[src/rtl/core/histeq_pkg.sv]
// ----------------------------------------------------------------------------
// histeq_pkg
// Shared sizes, types and helpers of the histogram equalizer.
// ----------------------------------------------------------------------------
package histeq_pkg;

    // image geometry and gray scale
    localparam int IMAGE_HEIGHT = 256;
    localparam int IMAGE_WIDTH  = 256;
    localparam int GRAY_LEVELS  = 256;

    // pixel count of one image, a power of two
    localparam int PIXEL_COUNT = IMAGE_HEIGHT * IMAGE_WIDTH;
    localparam int PIX_LOG2    = $clog2(PIXEL_COUNT);
    localparam int TOP_LEVEL   = GRAY_LEVELS - 1;

    // widths
    localparam int PIX_W  = 8;
    localparam int LVL_W  = (GRAY_LEVELS > 1) ? $clog2(GRAY_LEVELS) : 1;
    localparam int CNT_W  = $clog2(PIXEL_COUNT + 1);
    localparam int PROD_W = CNT_W + PIX_W;

    typedef logic [PIX_W-1:0] pixel_t;
    typedef logic [LVL_W-1:0] level_t;
    typedef logic [CNT_W-1:0] count_t;

    localparam level_t LVL_TOP = level_t'(TOP_LEVEL);
    localparam count_t CNT_MAX = count_t'(PIXEL_COUNT);

    // bin memory control from the sequencer
    typedef struct packed {
        logic   acc_en;
        level_t acc_addr;
        logic   swp_en;
        level_t swp_addr;
        logic   clr_en;
        level_t clr_addr;
    } bin_ctl_t;

    // map table write port
    typedef struct packed {
        logic   en;
        level_t addr;
        pixel_t data;
    } map_wr_t;

    // pixel value saturated to the top gray level
    function automatic level_t clamp_level(input pixel_t p);
        level_t lvl;
        if (int'(p) > TOP_LEVEL)
            lvl = LVL_TOP;
        else
            lvl = level_t'(p);
        return lvl;
    endfunction

endpackage

[src/rtl/core/histeq_hist.sv]
// ----------------------------------------------------------------------------
// histeq_hist
// Bin count memory with read-modify-write for accumulate transactions,
// a sweep read port for the table build and zero writes for clearing.
// ----------------------------------------------------------------------------
module histeq_hist (
    input  logic                clk,
    input  logic                rst_n,
    input  histeq_pkg::bin_ctl_t ctl,
    output histeq_pkg::count_t   rd_data
);
    import histeq_pkg::*;

    count_t mem [GRAY_LEVELS];
    count_t q_reg;
    count_t fwd_data_reg;
    logic   fwd_hit_reg;
    logic   s1_valid_reg;
    level_t s1_addr_reg;

    logic   we;
    level_t wa;
    count_t wd;
    logic   re;
    level_t ra;
    count_t rdata;
    count_t inc;

    // read data with write-to-read forwarding on same-edge collisions
    assign rdata   = fwd_hit_reg ? fwd_data_reg : q_reg;
    assign rd_data = rdata;

    // saturating increment of the bin in the modify stage
    assign inc = (rdata < CNT_MAX) ? rdata + count_t'(1) : rdata;

    // port selection
    assign we = s1_valid_reg | ctl.clr_en;
    assign wa = s1_valid_reg ? s1_addr_reg : ctl.clr_addr;
    assign wd = s1_valid_reg ? inc : '0;
    assign re = ctl.acc_en | ctl.swp_en;
    assign ra = ctl.acc_en ? ctl.acc_addr : ctl.swp_addr;

    // memory array
    always_ff @(posedge clk)
    begin
        if (we)
            mem[wa] <= wd;
        if (re)
        begin
            q_reg        <= mem[ra];
            fwd_data_reg <= wd;
        end
    end

    // modify stage control and forward flag
    always_ff @(posedge clk or negedge rst_n)
    begin
        if (!rst_n)
        begin
            s1_valid_reg <= 1'b0;
            s1_addr_reg  <= '0;
            fwd_hit_reg  <= 1'b0;
        end
        else
        begin
            s1_valid_reg <= ctl.acc_en;
            if (ctl.acc_en)
                s1_addr_reg <= ctl.acc_addr;
            if (re)
                fwd_hit_reg <= we && (wa == ra);
        end
    end

endmodule

[config.mk]
export PLATFORM = sky130hd
export DESIGN_NAME = histeq_hist
export DESIGN_NICKNAME = d
export VERILOG_FILES = /design/src/rtl/core/histeq_pkg.sv /design/src/rtl/core/histeq_hist.sv
export SDC_FILE = /design/constraint.sdc
export NUM_CORES = 2
export LEC_CHECK = 0
export ABC_CLOCK_PERIOD_IN_PS = 18750
export BUFFER_PORTS_ARGS = -buffer_cell sky130_fd_sc_hd__buf_2
export CORE_MARGIN = 1.5
export CORE_UTILIZATION = 45
export DETAILED_ROUTE_END_ITERATION = 16
export GPL_TIMING_DRIVEN = 0
export REMOVE_ABC_BUFFERS = 1
export SYNTH_ARGS = -nofsm -noshare
export SYNTH_HDL_FRONTEND = slang
export SYNTH_MEMORY_MAX_BITS = 65536
export SYNTH_SLANG_ARGS = --single-unit
[constraint.sdc]
create_clock -name clk -period 18.75 [get_ports clk]
set_clock_uncertainty 0.05 [all_clocks]
set_input_delay 4.6875 -clock clk [delete_from_list [all_inputs] [get_ports clk]]
set_output_delay 4.6875 -clock clk [all_outputs]
set_load 0.05 [all_outputs]
; ---- Word-level counts from Yosys, hierarchy flattened
; Memory sizes are Yosys's and may differ from the RTL's. A register that Yosys moved wholly into a read port is not among the register bits.
; Cells that the tools add are included.
[word_totals]
regBits = 27
mem_bits_rw = 4352
output_inout_bits = 17
word_cells = 18
n_memories = 1
[memory_table]
columns = memory, depth, width, read_ports, rd_clocked_by_memory_dff, write_ports, line
row1 = mem, 256, 17, 1, 1, 1, histeq_hist.sv:14  ; count_t mem [GRAY_LEVELS];
[classes]
n_addsub = 1
order_cmp = 1
eq_ne = 1
mux = 7
bitwise = 2
reduce_logical = 1
[op_table]
columns = operator, count
row1 = $mux 17, 3
row2 = $add 17x1->17 const B, 1
row3 = $lt 17x17->1 const B, 1
row4 = $mux 8, 2
row5 = $eq 8x8->1, 1
row6 = $mux 1, 2
row7 = $or 1x1->1, 2
row8 = $logic_and 1x1->1, 1

; ---- Depth between registers and ports, before layout
[depth]
word_depth = 4
depth_mapped = 12
ltp_nobuf = 8

; ---- Worst setup path before layout
; Ideal clock, no wire load.
[synth_timing]
kind = register -> register
start = register fwd_hit_reg
end = register fwd_data_reg[2], data pin
t_arrival_ns = 12.066
required_ns = 16.479
setup_slack_ns = 4.412
stages_incl_launch_ff = 7
path_buffers = 1
path_cell_list = dfrtp_1 > buf_2 > mux2i_1 > inv_1 > ha_1 > and3_1 > nor3b_1
[synth_between]
elab_chain_len = 4
elab_cells_between_ends = 5
cone_classes = 1 x add/sub / 1 x order compare / 3 x mux
[synth_lines]
columns = item, line
row1 = start: declaration, histeq_hist.sv:17  ; logic fwd_hit_reg;
row2 = start signal: assignment, histeq_hist.sv:70  ; fwd_hit_reg <= we && (wa == ra);
row3 = $mux 17 *, histeq_hist.sv:30  ; assign rdata = fwd_hit_reg ? fwd_data_reg : q_reg;
row4 = via rd_data[0], histeq_hist.sv:10  ; output histeq_pkg::count_t rd_data
row5 = $add 17x1->17 or $lt 17x17->1 (tied branches), histeq_hist.sv:34  ; assign inc = (rdata < CNT_MAX) ? rdata + count_t'(1) : rdata;
row6 = $mux 17 *, histeq_hist.sv:34
row7 = $mux 17 *, histeq_hist.sv:39  ; assign wd = s1_valid_reg ? inc : '0;
row8 = via wd[2], histeq_hist.sv:23  ; count_t wd;
row9 = end signal: assignment, histeq_hist.sv:51  ; fwd_data_reg <= wd;
row10 = end: declaration, histeq_hist.sv:16  ; count_t fwd_data_reg;
; The timed path passes the listed nets; every way through them passes the cells marked *.
; A chain may end at the register's enable or synchronous reset.

; ---- Final worst setup path
[layout_timing]
start = input ctl[26] (netlist bit)
end = register q_reg[10] (read register of mem), data pin
[layout_between]
elab_chain_len = 1
elab_cells_between_ends = 2
cone_classes = 1 x mux / 1 x bitwise
[layout_lines]
columns = item, line
row1 = start: declaration, histeq_hist.sv:9  ; input histeq_pkg::bin_ctl_t ctl,
row2 = $mux 8 or $or 1x1->1 (tied branches), "histeq_hist.sv:41, histeq_hist.sv:40"
row3 = end: declaration, histeq_hist.sv:15  ; count_t q_reg;
; Parallel ways exist; a longest one is shown, timed or not.

==> results by group <==
Outcome
  – Outcome: finished with violations
  – Failing checks: capacitance limit, slew limit

Synthesis
  – Flops & latches, synth: around 4400
  – Yosys warnings: 0
  – Cells after Synth: ~9500
  – Cell taking the most area after synthesis: edfxtp_1
  – Mean Syn Cell Area: between 15 and 20 um2
  – Mapped Area: roughly 170000 um2
  – Synth cell types: 60
  – Synth Flop Type: edfxtp_1
  – Sequential share of the synthesized area: just under 80%
  – Number of synthesized flops with an enable pin: 4386
  – Ys async rst share: less than 1%
  – Share of the synthesized area in the top cell type: around 77%
  – Top cells by area, synth: edfxtp_1 77%, mux2i_1 6.0%, mux4_2 5.8%

Finish
  – Design Area, Final: between 200000 and 250000 um2
  – Post-layout util: between 50% and 60%
  – Non-filler instance count after layout: 15200
  – # nets final: roughly 10000
  – Synthesis-to-layout area growth: 17.2%
  – Max reg flops: approximately 4400
  – Fillers: 29200
  – Share of layout cells above drive strength 1: about 19%

Placement
  – DPL Wire Length: approximately 330000 um
  – Placed cell count: between 10000 and 15000
  – Routability cong.: 0.819
  – Placed cell area: about 190000 um2
  – Port-buffer cells: 45

Clock network
  – Num CTS Buffers: about 440
  – CTS tree: done
  – Worst skew pair latency: 1.00 ns
  – Gates resized, CTS repair: 0
  – Worst-path clk slew: 0.06 ns
  – Post-CTS Setup Inserts: 0
  – Root Driver: clkbuf_16
  – Clock Sinks: 4396
  – Maximum clock path buffer count: 4
  – H-tree depth: 5
  – Hold_buf cts: 0

Worst setup path
  – Cell repeated most along the worst path: buf_16
  – Startpoint Class: input pin
  – CP Class: input pin to flop
  – Crit-path slowest cell: buf_2
  – CP arrival: 12.04 ns
  – Critical path fanouts, max: 86
  – Crit-path max cell delay: 0.92 ns
  – Cell Chain, Critical Path: buf_2 -> mux2_8 -> buf_16 -> buf_16 -> buf_16 -> buf_16 -> buf_16 -> mux4_2 -> a21oi_1 -> o22ai_1 -> o31ai_1 -> o2111ai_1
  – CP required: just under 20 ns
  – Setup crit end kind: flop

Drt
  – Routed via count: between 90000 and 100k
  – Remaining DRCs: 0
  – Initial DRC Count: between 10000 and 15000
  – Final WL: between 500000 and 600000 um
  – DR vias/cell: between 6 and 7
  – DRT Pass-1 Iters: 5
  – DRT antenna net count: 0
  – Routed len/inst: between 30 and 40 um

GRT
  – Initial antenna violation count: 32
  – First-pass GRT wire length: ~700000 um
  – Largest net degree at the start of global routing: between 90 and 100
  – Remaining global-route overflow: 0
  – Vias in the first global route: 91300
  – Gr usage total: between 20 and 30%

Timing
  – Max Slew Vio Count: 11
  – Final setup viols: 0
  – Slew of the pin with the lowest slew margin: ~1.6 ns
  – RSZ-0062 raised after global routing: no
  – Worst hold margin: roughly 0.54 ns
  – Fmax: 0.0865 GHz
  – Fin crit share: 61.7%
  – Min Tclk post-route: between 10 and 15 ns
  – Final Hold Fails: 0
  – Max-Slew Margin vs Limit: -5.30%

Floorplan
  – Num rows: 226
  – Die Area: around 380000 um2
  – Die Y-Extent: slightly above 600 um
  – Starting Density: a little under half
  – Core area: approximately 380000 um2
  – Die width: between 600 and 700 um
  – Ports: 46

Power
  – Maximum vdd drop: 86.3 uV
  – Leak Pwr: 66.0 nW
  – PwrDens: ~110 nW/um2

Run
  – Max Cap Viol: 2

Min path
  – HP Class: flop to flop
cell usage after synthesis (5+ instances only):
cell       instances
edfxtp_1        4386
mux2i_1         1024
nand2_1          649
mux4_2           442
nand3_1          416
nor2_1           301
a21oi_1          298
o22ai_1          296
o221ai_1         290
clkbuf_1         252
o21ai_0          248
buf_2            164
a31oi_1           88
buf_1             88
buf_4             75
nand4_1           61
nor3_1            58
o31ai_1           39
buf_6             29
inv_1             26
or3_1             20
a2111oi_0         19
o41ai_1           18
a311oi_1          15
and3_1            13
xnor2_1           11
and2_1            10
dfrtp_1           10
o2111ai_1         10
mux2_2             8
nor2b_1            8
o32ai_1            8
nand2b_1           7
o21a_1             6
a22o_1             5
a22oi_1            5
nor4_1             5
xor2_1             5
power by group:
group          switching (mW)  leakage, nW  internal, mW
Combinational            1.47         18.8         0.619
Sequential             0.0120         40.3          11.1
Clock                    3.74         6.97          5.04
Total                    5.22         66.0          16.8
cells in the final DEF, fill, tap and decap left out, types with 88 or more instances in the layout:
master	count
clkinv_1	113
nor2_2	254
buf_16	173
nand3_1	400
o21ai_0	246
clkbuf_16	448
mux2i_1	1023
edfxtp_1	4386
o22ai_1	293
nand2_1	649
a21oi_1	298
mux4_2	442
buf_8	212
o221ai_1	290
a31oi_1	88
buf_12	96
cells by family (layout without fill, tap and decap cells):
group | after synthesis | count (layout) | synth area share, %
other cells | 0 | 24 | 0
compound gates | 1379 | 1379 | 5.27
flops | 4396 | 4396 | 77.0
mux | 1476 | 1476 | 11.9
xor+xnor | 16 | 16 | 0.0818
buf+inv | 634 | 1389 | 1.80
fa+ha+maj | 1 | 1 | 0.00730
simple gates | 1551 | 1551 | 3.93
per-layer routing:
| metal | global-route usage, % | vias to the layer above | part of all wire [%] |
|---|---|---|---|
| li1 | - | 39300 | - |
| met1 | 34.4 | 49600 | 39 |
| met2 | 41.0 | 4668 | 47 |
| met3 | 4.84 | 914 | 8.7 |
| met4 | 12.0 | 10 | 5.4 |
| met5 | 0 | - | 0.016 |
worst max-delay path, delay by kind of cell:
kind                   cells  cell delay (ns)
buffers and inverters      6             3.07
multiplexers               2             1.40
AO/OA/AOI/OAI              4             2.20
path summary, 6_finish.rpt:
| path | start | end | slack [ns] | cells past startpoint |
|---|---|---|---|---|
| max in group asynchronous | rst_n | s1_addr_reg[5] | 14.55 | 1 |
| min reg2reg | s1_addr_reg[0] | s1_addr_reg[0] | 0.54 | 2 |
| min | s1_addr_reg[0] | s1_addr_reg[0] | 0.54 | 2 |
| max reg2reg | s1_valid_reg | mem[201][3] | 13.87 | 5 |
| max | ctl[26] | q_reg[10] | 7.19 | 12 |
| min in group asynchronous | rst_n | s1_addr_reg[7] | 3.65 | 1 |
stage by stage:
step                      worst slack [ns]  power, mW  setup TNS, ns
after detailed placement              6.26       13.4              0
after CTS                             7.31       22.1              0
after global placement              -31.70       14.2       -3298.91
after global routing                  7.00       22.5              0
final                                 7.19       22.0              0
after floorplan                      -4.55       13.0         -77.36
layout make-up:
type	instances	area, um2	area share [%]
sequential	4396	132000	65.7
multi-input combinational	4423	37600	18.7
clock buffer	526	11500	5.73
timing repair buffer	568	10500	5.22
tap	5016	6280	3.13
clock inverter	269	2830	1.41
inverter	26	97.6	0.0486
antenna	24	60.1	0.0299
(Power assumes the default switching activity.)
