<file path="src/rtl/core/histeq_pkg.sv">
// ----------------------------------------------------------------------------
// histeq_pkg
// Shared sizes, types and helpers of the histogram equalizer.
// ----------------------------------------------------------------------------
package histeq_pkg;

    // image geometry and gray scale
    localparam int IMAGE_HEIGHT = 256;
    localparam int IMAGE_WIDTH  = 256;
    localparam int GRAY_LEVELS  = 256;

    // pixel count of one image, a power of two
    localparam int PIXEL_COUNT = IMAGE_HEIGHT * IMAGE_WIDTH;
    localparam int PIX_LOG2    = $clog2(PIXEL_COUNT);
    localparam int TOP_LEVEL   = GRAY_LEVELS - 1;

    // widths
    localparam int PIX_W  = 8;
    localparam int LVL_W  = (GRAY_LEVELS > 1) ? $clog2(GRAY_LEVELS) : 1;
    localparam int CNT_W  = $clog2(PIXEL_COUNT + 1);
    localparam int PROD_W = CNT_W + PIX_W;

    typedef logic [PIX_W-1:0] pixel_t;
    typedef logic [LVL_W-1:0] level_t;
    typedef logic [CNT_W-1:0] count_t;

    localparam level_t LVL_TOP = level_t'(TOP_LEVEL);
    localparam count_t CNT_MAX = count_t'(PIXEL_COUNT);

    // bin memory control from the sequencer
    typedef struct packed {
        logic   acc_en;
        level_t acc_addr;
        logic   swp_en;
        level_t swp_addr;
        logic   clr_en;
        level_t clr_addr;
    } bin_ctl_t;

    // map table write port
    typedef struct packed {
        logic   en;
        level_t addr;
        pixel_t data;
    } map_wr_t;

    // pixel value saturated to the top gray level
    function automatic level_t clamp_level(input pixel_t p);
        level_t lvl;
        if (int'(p) > TOP_LEVEL)
            lvl = LVL_TOP;
        else
            lvl = level_t'(p);
        return lvl;
    endfunction

endpackage

</file>
<file path="src/rtl/core/histeq_build.sv">
// ----------------------------------------------------------------------------
// histeq_build
// Running sum over the swept bins and scaling of each sum to a gray level.
// ----------------------------------------------------------------------------
module histeq_build (
    input  logic               clk,
    input  logic               bld_valid,
    input  histeq_pkg::level_t bld_idx,
    input  histeq_pkg::count_t bin_data,
    output histeq_pkg::map_wr_t map_wr
);
    import histeq_pkg::*;

    count_t             run_reg;
    logic [CNT_W:0]     sum;
    count_t             run_sat;
    logic [PROD_W-1:0]  prod;
    pixel_t             entry;

    // running sum, restarted at the first bin, saturated at the pixel count
    assign sum     = (bld_idx == '0) ? {1'b0, bin_data}
                                     : {1'b0, run_reg} + {1'b0, bin_data};
    assign run_sat = (sum > {1'b0, CNT_MAX}) ? CNT_MAX : sum[CNT_W-1:0];

    // scale by the top level, divide by the power-of-two pixel count
    assign prod  = PROD_W'(run_sat) * PROD_W'(TOP_LEVEL);
    assign entry = pixel_t'(prod >> PIX_LOG2);

    // table write, entry zero forced to black
    assign map_wr.en   = bld_valid;
    assign map_wr.addr = bld_idx;
    assign map_wr.data = (bld_idx == '0) ? '0 : entry;

    always_ff @(posedge clk)
    begin
        if (bld_valid)
            run_reg <= run_sat;
    end

endmodule

</file>
<file path="config.mk">
export PLATFORM = sky130hd
export DESIGN_NAME = histeq_build
export DESIGN_NICKNAME = d
export VERILOG_FILES = /design/src/rtl/core/histeq_pkg.sv /design/src/rtl/core/histeq_build.sv
export SDC_FILE = /design/constraint.sdc
export NUM_CORES = 1
export LEC_CHECK = 0
export BUFFER_PORTS_ARGS = -buffer_cell sky130_fd_sc_hd__clkbuf_2
export CAP_MARGIN = 10
export CORE_ASPECT_RATIO = 1.4
export CORE_MARGIN = 2
export CORE_UTILIZATION = 39
export CTS_CLUSTER_DIAMETER = 150
export CTS_CLUSTER_SIZE = 16
export DETAILED_ROUTE_END_ITERATION = 8
export GPL_ROUTABILITY_DRIVEN = 0
export HOLD_SLACK_MARGIN = 0.03
export PLACE_DENSITY = 0.56
export SLEW_MARGIN = 5
export SYNTH_ARGS = -nofsm -noshare
export SYNTH_HDL_FRONTEND = slang
export SYNTH_SLANG_ARGS = --single-unit
</file>
<file path="constraint.sdc">
create_clock -name clk -period 23.4 [get_ports clk]
set_input_delay 2.34 -clock clk [delete_from_list [all_inputs] [get_ports clk]]
set_output_delay 2.34 -clock clk [all_outputs]
set_load 0.005 [all_outputs]
</file>
**Yosys cells after proc, flatten, opt, wreduce, memory -nomap -nowiden**

Index checks and enable logic that the tools add are counted.

- Output and inout port bits: 17
- Word-level logic and storage cells: 8
- Input bits: 27
- Register bits: 17

- Multiplexer cells: 3
- Multiply operators: 1
- Order comparisons: 1
- Reduce and logical (&&, ||, !) cells: 1
- Add/subtract/negate cells: 1

Operators with widths:

| kind | count |
|---|---|
| 17-bit by 8-bit multiplier with 24-bit output (second input constant) | 1 |
| 17-bit by 17-bit adder with 18-bit output | 1 |
| 18-bit by 17-bit > comparator with 1-bit output (second input constant) | 1 |
| 18-bit two-way mux | 1 |
| 17-bit two-way mux | 1 |
| 8-bit logical NOT | 1 |
| 8-bit two-way mux | 1 |

**Depth between registers and ports, before layout**

Gate-level depths: netlist of the first run.

- Depth in word-level cells: 6
- Gate-level depth with buffers: 29
- Depth with buffers taken out: 28

**Worst setup path after synthesis of the first run**

OpenSTA, ideal clock, no wires.

- Path kind: input to output
- Start point: in bin_data[0]
- End point: out map_wr[4] in the netlist's numbering
- Stages on the path: 28
- Data required time: 21.060 ns
- Setup slack: 11.743 ns
- Buffers on the path: 1
- Arrival: 9.317 ns
- Cells stage by stage: ha_1 -> fa_1 -> a211o_1 -> a21oi_2 -> a211o_1 -> a211oi_1 -> or3_4 -> a31oi_4 -> inv_1 -> a211o_1 -> buf_6 -> nand3_1 -> fa_1 -> fa_1 -> inv_1 -> fa_1 -> inv_1 -> fa_1 -> inv_1 -> ha_1 -> a211o_1 -> a2111oi_1 -> a31oi_1 -> nor3_1 -> nor2_1 -> a2111oi_0 -> xor2_1 -> nor2_1

RTL lines:

| what | RTL line | text |
|---|---|---|
| from (decl) | histeq_build.sv:9 | `input histeq_pkg::count_t bin_data,` |
| to (decl) | histeq_build.sv:10 | `output histeq_pkg::map_wr_t map_wr` |

==> results_dict.tcl, run 1 <==
set metrics [dict create \
    status "completed" \
    cpMaxStageDelayCell "fa_1" \
    worstSetupStartpointType "primary input" \
    die_height_um 135 \
    maxSlewViolCount 0 \
    io_pins 44 \
    syn_area_um2 4790 \
    hold_class "flip-flop to flip-flop" \
    rows 47 \
    cts_hold_buf 0 \
    hold_path_end "run_reg[16]" \
    ys_types 63 \
    start_util_pct 40.3 \
    maxCapViolCount 0 \
    overflow 0 \
    min_period_ns 13.04 \
    grt_first_pass_wirelength_um 18400 \
    skew_ns 0.00167 \
    grt_max_degree 27 \
    cts_setup_buffers 0 \
    cp_common_cell "fa_1" \
    largest_reg_flops 17 \
    cts_buffers 3 \
    clk_path_buf_depth 2 \
    worst_pin_slew_ns 0.854 \
    yosysSeqAreaShare_pct 10.7 \
    die-area_um2 13200 \
    synth-seq-cells 17 \
    cp-end-kind "output pin" \
    syn_avg_cell_area_um2 9.12 \
    antenna-diode-count 0 \
    rr_endpoint "run_reg[8]" \
    crit_path_max_fanout 12 \
    clock_sinks 17 \
    synth_edf_count 17 \
    core-area_um2 11900 \
    ys.flop_type "edfxtp_1" \
    grt_pass1_vias 3942 \
    drcViolationCount 0 \
    crit_path_max_incr_delay_ns 0.60 \
    clkSlewWorstSetupHoldPaths_ns 0.05 \
    synth_warnings 0 \
    dp_hpwl_um 9320 \
    rsz0062_at_grt "false" \
    antenna_found_initial 0 \
    ff2ff_path_depth 11 \
    grt_usage_pct 17.0 \
    clk_latency_ns 0.25 \
    ctsRootBufferMaster "clkbuf_16" \
    cts_resized 0 \
    drt-wirelength-per-cell_um 14.7 \
    min_period_over_period_pct 55.7 \
    worst-setup-path-type "primary input to output pin" \
    synthCells 525 \
    drive_gt1_share_pct 11.3 \
    via_per_inst 5.13 \
    first_iter_violations 103 \
    dr.pass1.iters 4 \
    hold_slack_ns 0.881 \
    final_antenna_net_count 0 \
    relSlewSlack_pct 42.5 \
    required_ns 21.06 \
    crit_arrival_ns 10.70 \
    vias 3603 \
    drt_wl_total_um 10400 \
    min_from "run_reg[16]" \
    cts_tree "yes" \
    fmax_mhz 76.7 \
    setup_viol 0 \
    area_growth_syn_to_layout_pct 7.34 \
    die_w_um 97.6 \
    hold_viol_final 0 \
    r2r_start "run_reg[0]" \
    htree_levels 1 \
    synth-async-reset-ratio_pct 0 \
    port_buffers 43 \
    setup_tns_ns 0 \
    r2r_slack_ns 19.28 \
    syn-num-nets 683 \
    worst_hold_path.num_cells 2 \
    nNetsFinal 715 \
]
[placed cells by master, fill, tap and decap left out, types with 2 or more instances in the layout]
cell type	count
inv_1	129
fa_1	75
ha_1	56
clkbuf_2	43
nand2_1	36
nor2_1	28
a21oi_1	19
edfxtp_1	17
nand3_1	14
a21o_1	12
o21ai_0	10
xor2_1	10
a211oi_1	8
xnor2_1	8
o21a_1	7
a211o_1	5
and3_1	5
o211ai_1	4
o221ai_1	4
nand2b_1	4
a31oi_1	4
mux2i_1	3
nor3_1	3
and3_2	3
and4_1	3
clkbuf_16	3
o21bai_1	2
nand4_1	2
or4_4	2
or3_1	2
nand4b_1	2
and2_0	2
buf_4	2
[worst max-delay path, delay by kind of cell]
family / cells / cell delay [ns]
compound gates: 10 / 3.21
simple gates: 5 / 1.14
xor+xnor: 1 / 0.19
buf+inv: 5 / 0.68
fa+ha+maj: 7 / 3.12
[how the worst max path moves through the flow]
stage	from	end	slack, ns
6_report	bin_data[0]	map_wr[4]	10.36
5_1_grt	bin_data[0]	map_wr[4]	9.80
4_1_cts	bin_data[0]	map_wr[4]	10.30
3_5_place_dp	bin_data[0]	map_wr[4]	10.33
3_3_place_gp	bin_data[0]	map_wr[4]	10.38
2_1_floorplan	bin_data[0]	map_wr[4]	11.74
[synthesized netlist by cell type (10+ instances only)]
library cell	n	area, um2
inv_1	129	484
o21ai_0	10	50.1
fa_1	75	1500
edfxtp_1	17	510
nor2_1	28	105
a21o_1	12	90.1
a21oi_1	19	95.1
ha_1	56	701
xor2_1	10	87.6
nand3_1	14	70.1
nand2_1	36	135
buf_4	10	75.1
[area by class of cell]
cell class                 count  area [um2]
sequential                    17         510
clock buffer                   4        78.8
multi-input combinational    361        3650
inverter                     129         484
timing repair buffer          45         230
tap                          147         184
fill                        1233        6740
[metal layers]
metal  up-vias  track usage, %  wire length (um)
met4         0            5.25               218
met1      1774            20.2              4280
met2        36            33.0              5750
met5         -               0                 0
li1       1779               -                 -
met3        14           0.621               101
[cell families (layout without fill, tap and decap cells)]
group                    count (synthesis)  in the layout  share of synthesized area (%)
buffers and inverters                  147            178                           13.1
adder cells (fa/ha/maj)                131            131                           46.0
AND/OR/NAND/NOR                        118            118                           12.6
AO/OA/AOI/OAI                           91             91                           13.8
XOR/XNOR                                18             18                           3.29
flip-flops                              17             17                           10.7
multiplexers                             3              3                          0.627
[per-stage QoR]
stage               area, um2  std cells  setup slack (ns)  util, %
global placement         5060        699             10.38     42.6
floorplan                4790        525             11.74        -
CTS                      5140        703             10.30     43.3
finish                   5140        703             10.36     43.3
global route             5140        703              9.80     43.3
detailed placement       5060        699             10.33     42.6
Power of run 1 is left out: the tool's default activity adds up to more than one toggle a clock period on the data nets, which glitch-free logic cannot reach.
==> inputs of run 2 (changes only) <==
--- a/config.mk
+++ b/config.mk
@@ -5,6 +5,7 @@
 export SDC_FILE = /design/constraint.sdc
 export NUM_CORES = 1
 export LEC_CHECK = 0
+export ABC_AREA = 1
 export BUFFER_PORTS_ARGS = -buffer_cell sky130_fd_sc_hd__clkbuf_2
 export CAP_MARGIN = 10
 export CORE_ASPECT_RATIO = 1.4
==> constraint.sdc (replaced) <==
create_clock -name clk -period 12.6 [get_ports clk]
set_input_delay 1.26 -clock clk [delete_from_list [all_inputs] [get_ports clk]]
set_output_delay 1.26 -clock clk [all_outputs]
set_load 0.005 [all_outputs]
==> run 2 against run 1 <==
  * Global-route usage down 0.071 points
  * Core utilization down 0.60 points
  * Sequential share of layout area down 0.95 points
  * Hold slack better by 0.12 ns
  * Critical endpoint is now map_wr[7]
  * Critical path type unchanged
==> results_dict.tcl, run 2 <==
set metrics [dict create \
    syn_area_um2 5290 \
    final_antenna_net_count 0 \
    clock_sinks 17 \
    die-area_um2 14500 \
    grt_pass1_vias 4553 \
    core-area_um2 13300 \
    cts_tree "yes" \
    synth.most_common_cell "inv_1" \
    synth-seq-cells 17 \
    rows 50 \
    cp-endpoint "map_wr[7]" \
    io_pins 44 \
    cpMaxStageDelayCell "nand4_2" \
    rr_endpoint "run_reg[15]" \
    hold_class "flip-flop to flip-flop" \
    worst-setup-path-type "primary input to output pin" \
    cts_hold_buf 0 \
    clk_path_buf_depth 2 \
    crit_arrival_ns 8.12 \
    crit_path_max_incr_delay_ns 0.75 \
    cp-end-kind "output pin" \
    ys_top_cells_by_count "186 x inv_1, 137 x nand2_1, 75 x fa_1" \
    multi_input_comb_area_um2 3950 \
    antenna_found_initial 0 \
    r2r_start "run_reg[0]" \
    worstSetupStartpointType "primary input" \
    min_period_over_period_pct 74.4 \
    maxCapViolCount 0 \
    yosysSeqAreaShare_pct 9.65 \
    synth-async-reset-ratio_pct 0 \
    synth_top_area_share_pct 28.4 \
    ys.flop_type "edfxtp_1" \
    syn_avg_cell_area_um2 7.62 \
    fmax_mhz 107 \
    die_w_um 102 \
    drt-wirelength-per-cell_um 12.3 \
    min_period_ns 9.38 \
    timing.critical_path.buf_inv 5 \
    rsz0062_at_grt "false" \
    worst_pin_slew_ns 0.950 \
    cts_buffers 3 \
    status "completed" \
    antenna-diode-count 0 \
    die_height_um 142 \
    ctsRootBufferMaster "clkbuf_16" \
    clkSlewWorstSetupHoldPaths_ns 0.05 \
    r2r_slack_ns 9.42 \
    port_buffers 43 \
    grt_first_pass_wirelength_um 20000 \
    start_util_pct 39.7 \
    cts_resized 0 \
    ff2ff_path_depth 15 \
    required_ns 11.34 \
    setup_tns_ns 0 \
    top_usage_layer "met2" \
    relSlewSlack_pct 36.5 \
    nNetsFinal 885 \
    synth_area_leaders "fa_1 28%, ha_1 13%, inv_1 13%" \
    grt_max_degree 34 \
    synth_edf_count 17 \
    clk_latency_ns 0.26 \
    cp_common_cell "nand2_1" \
    mostFrequentLayoutCells "186 x inv_1, 137 x nand2_1, 75 x fa_1, 56 x ha_1" \
    hold_viol_final 0 \
    maxSlewViolCount 0 \
    grt_use_met2_pct 31.3 \
    crit_cells 31 \
    via_per_inst 4.68 \
    synthCells 694 \
    layout_commonest_cell "inv_1" \
    syn-num-nets 852 \
    vias 4251 \
    fill_cells 1383 \
    skew_ns 0.00183 \
    grtUsageMet1_pct 20.7 \
    dp_hpwl_um 10200 \
    met3_usage_pct 0.591 \
    setup_viol 0 \
    htree_levels 1 \
    drt_wl_total_um 11200 \
    crit_path_max_fanout 33 \
    ff_latch_area_um2 510 \
    crit_start "bld_idx[6]" \
    dr.pass1.iters 4 \
    overflow 0 \
    drcViolationCount 0 \
    synth_largest_area_cell "fa_1" \
    grt_usage_pct 17.0 \
    cts_setup_buffers 0 \
    drive_gt1_share_pct 13.9 \
    ys_types 37 \
    synth_warnings 0 \
    cp_top_family "simple AND/OR/NAND/NOR gates" \
    largest_reg_flops 17 \
    first_iter_violations 129 \
    area_growth_syn_to_layout_pct 7.47 \
]
-- run 2: cell type report --
type,count,area share [%]
flip-flops and latches,17,8.98
clock inverters,1,0.0880
repair buffers,43,3.79
multi-input cells,476,69.5
well taps,182,4.01
clock buffers,3,1.32
inverters,186,12.3
-- run 2: logic make-up after synthesis --
group	count (synthesis)	synth area share [%]
XOR/XNOR	4	0.662
AND/OR/NAND/NOR	259	23.4
AO/OA/AOI/OAI	82	9.04
flip-flops	17	9.65
buffers and inverters	201	15.6
adder cells (fa/ha/maj)	131	41.6
-- run 2: metal layers --
metal  vias up  routed length (um)
met4         0                 231
met1      1995                4650
li1       2168                   -
met2        72                6100
met5         -                   0
met3        16                 203
-- run 2: metrics by stage --
stage	setup WS, ns	util [%]	instance area (um2)	hold WS [ns]	instances
2_1_floorplan	4.59	-	5290	0.893	694
3_3_place_gp	3.31	42.1	5610	0.982	904
3_5_place_dp	3.23	42.1	5610	0.989	904
4_1_cts	3.19	42.7	5690	1.00	908
5_1_grt	2.62	42.7	5690	1.09	908
6_report	3.22	42.7	5690	1.01	908
-- run 2: how the worst min path moves through the flow --
stage	depth (start not counted)	end	startpoint	slack, ns
4_1_cts	6	run_reg[5]	run_reg[5]	1.00
3_5_place_dp	5	run_reg[5]	run_reg[5]	0.99
2_1_floorplan	3	run_reg[0]	run_reg[0]	0.89
3_3_place_gp	5	run_reg[5]	run_reg[5]	0.98
5_1_grt	3	run_reg[0]	run_reg[0]	1.09
6_report	5	run_reg[5]	run_reg[5]	1.01
-- run 2: worst reg2reg max path, delay by kind of cell (launching register included) --
kind                     cells  cell delay, ns
AO/OA/AOI/OAI                1            0.17
buffers and inverters        2            0.54
AND/OR/NAND/NOR             10            1.25
flip-flops                   1            0.36
adder cells (fa/ha/maj)      2            0.66
Power of run 2 is left out for the same reason.
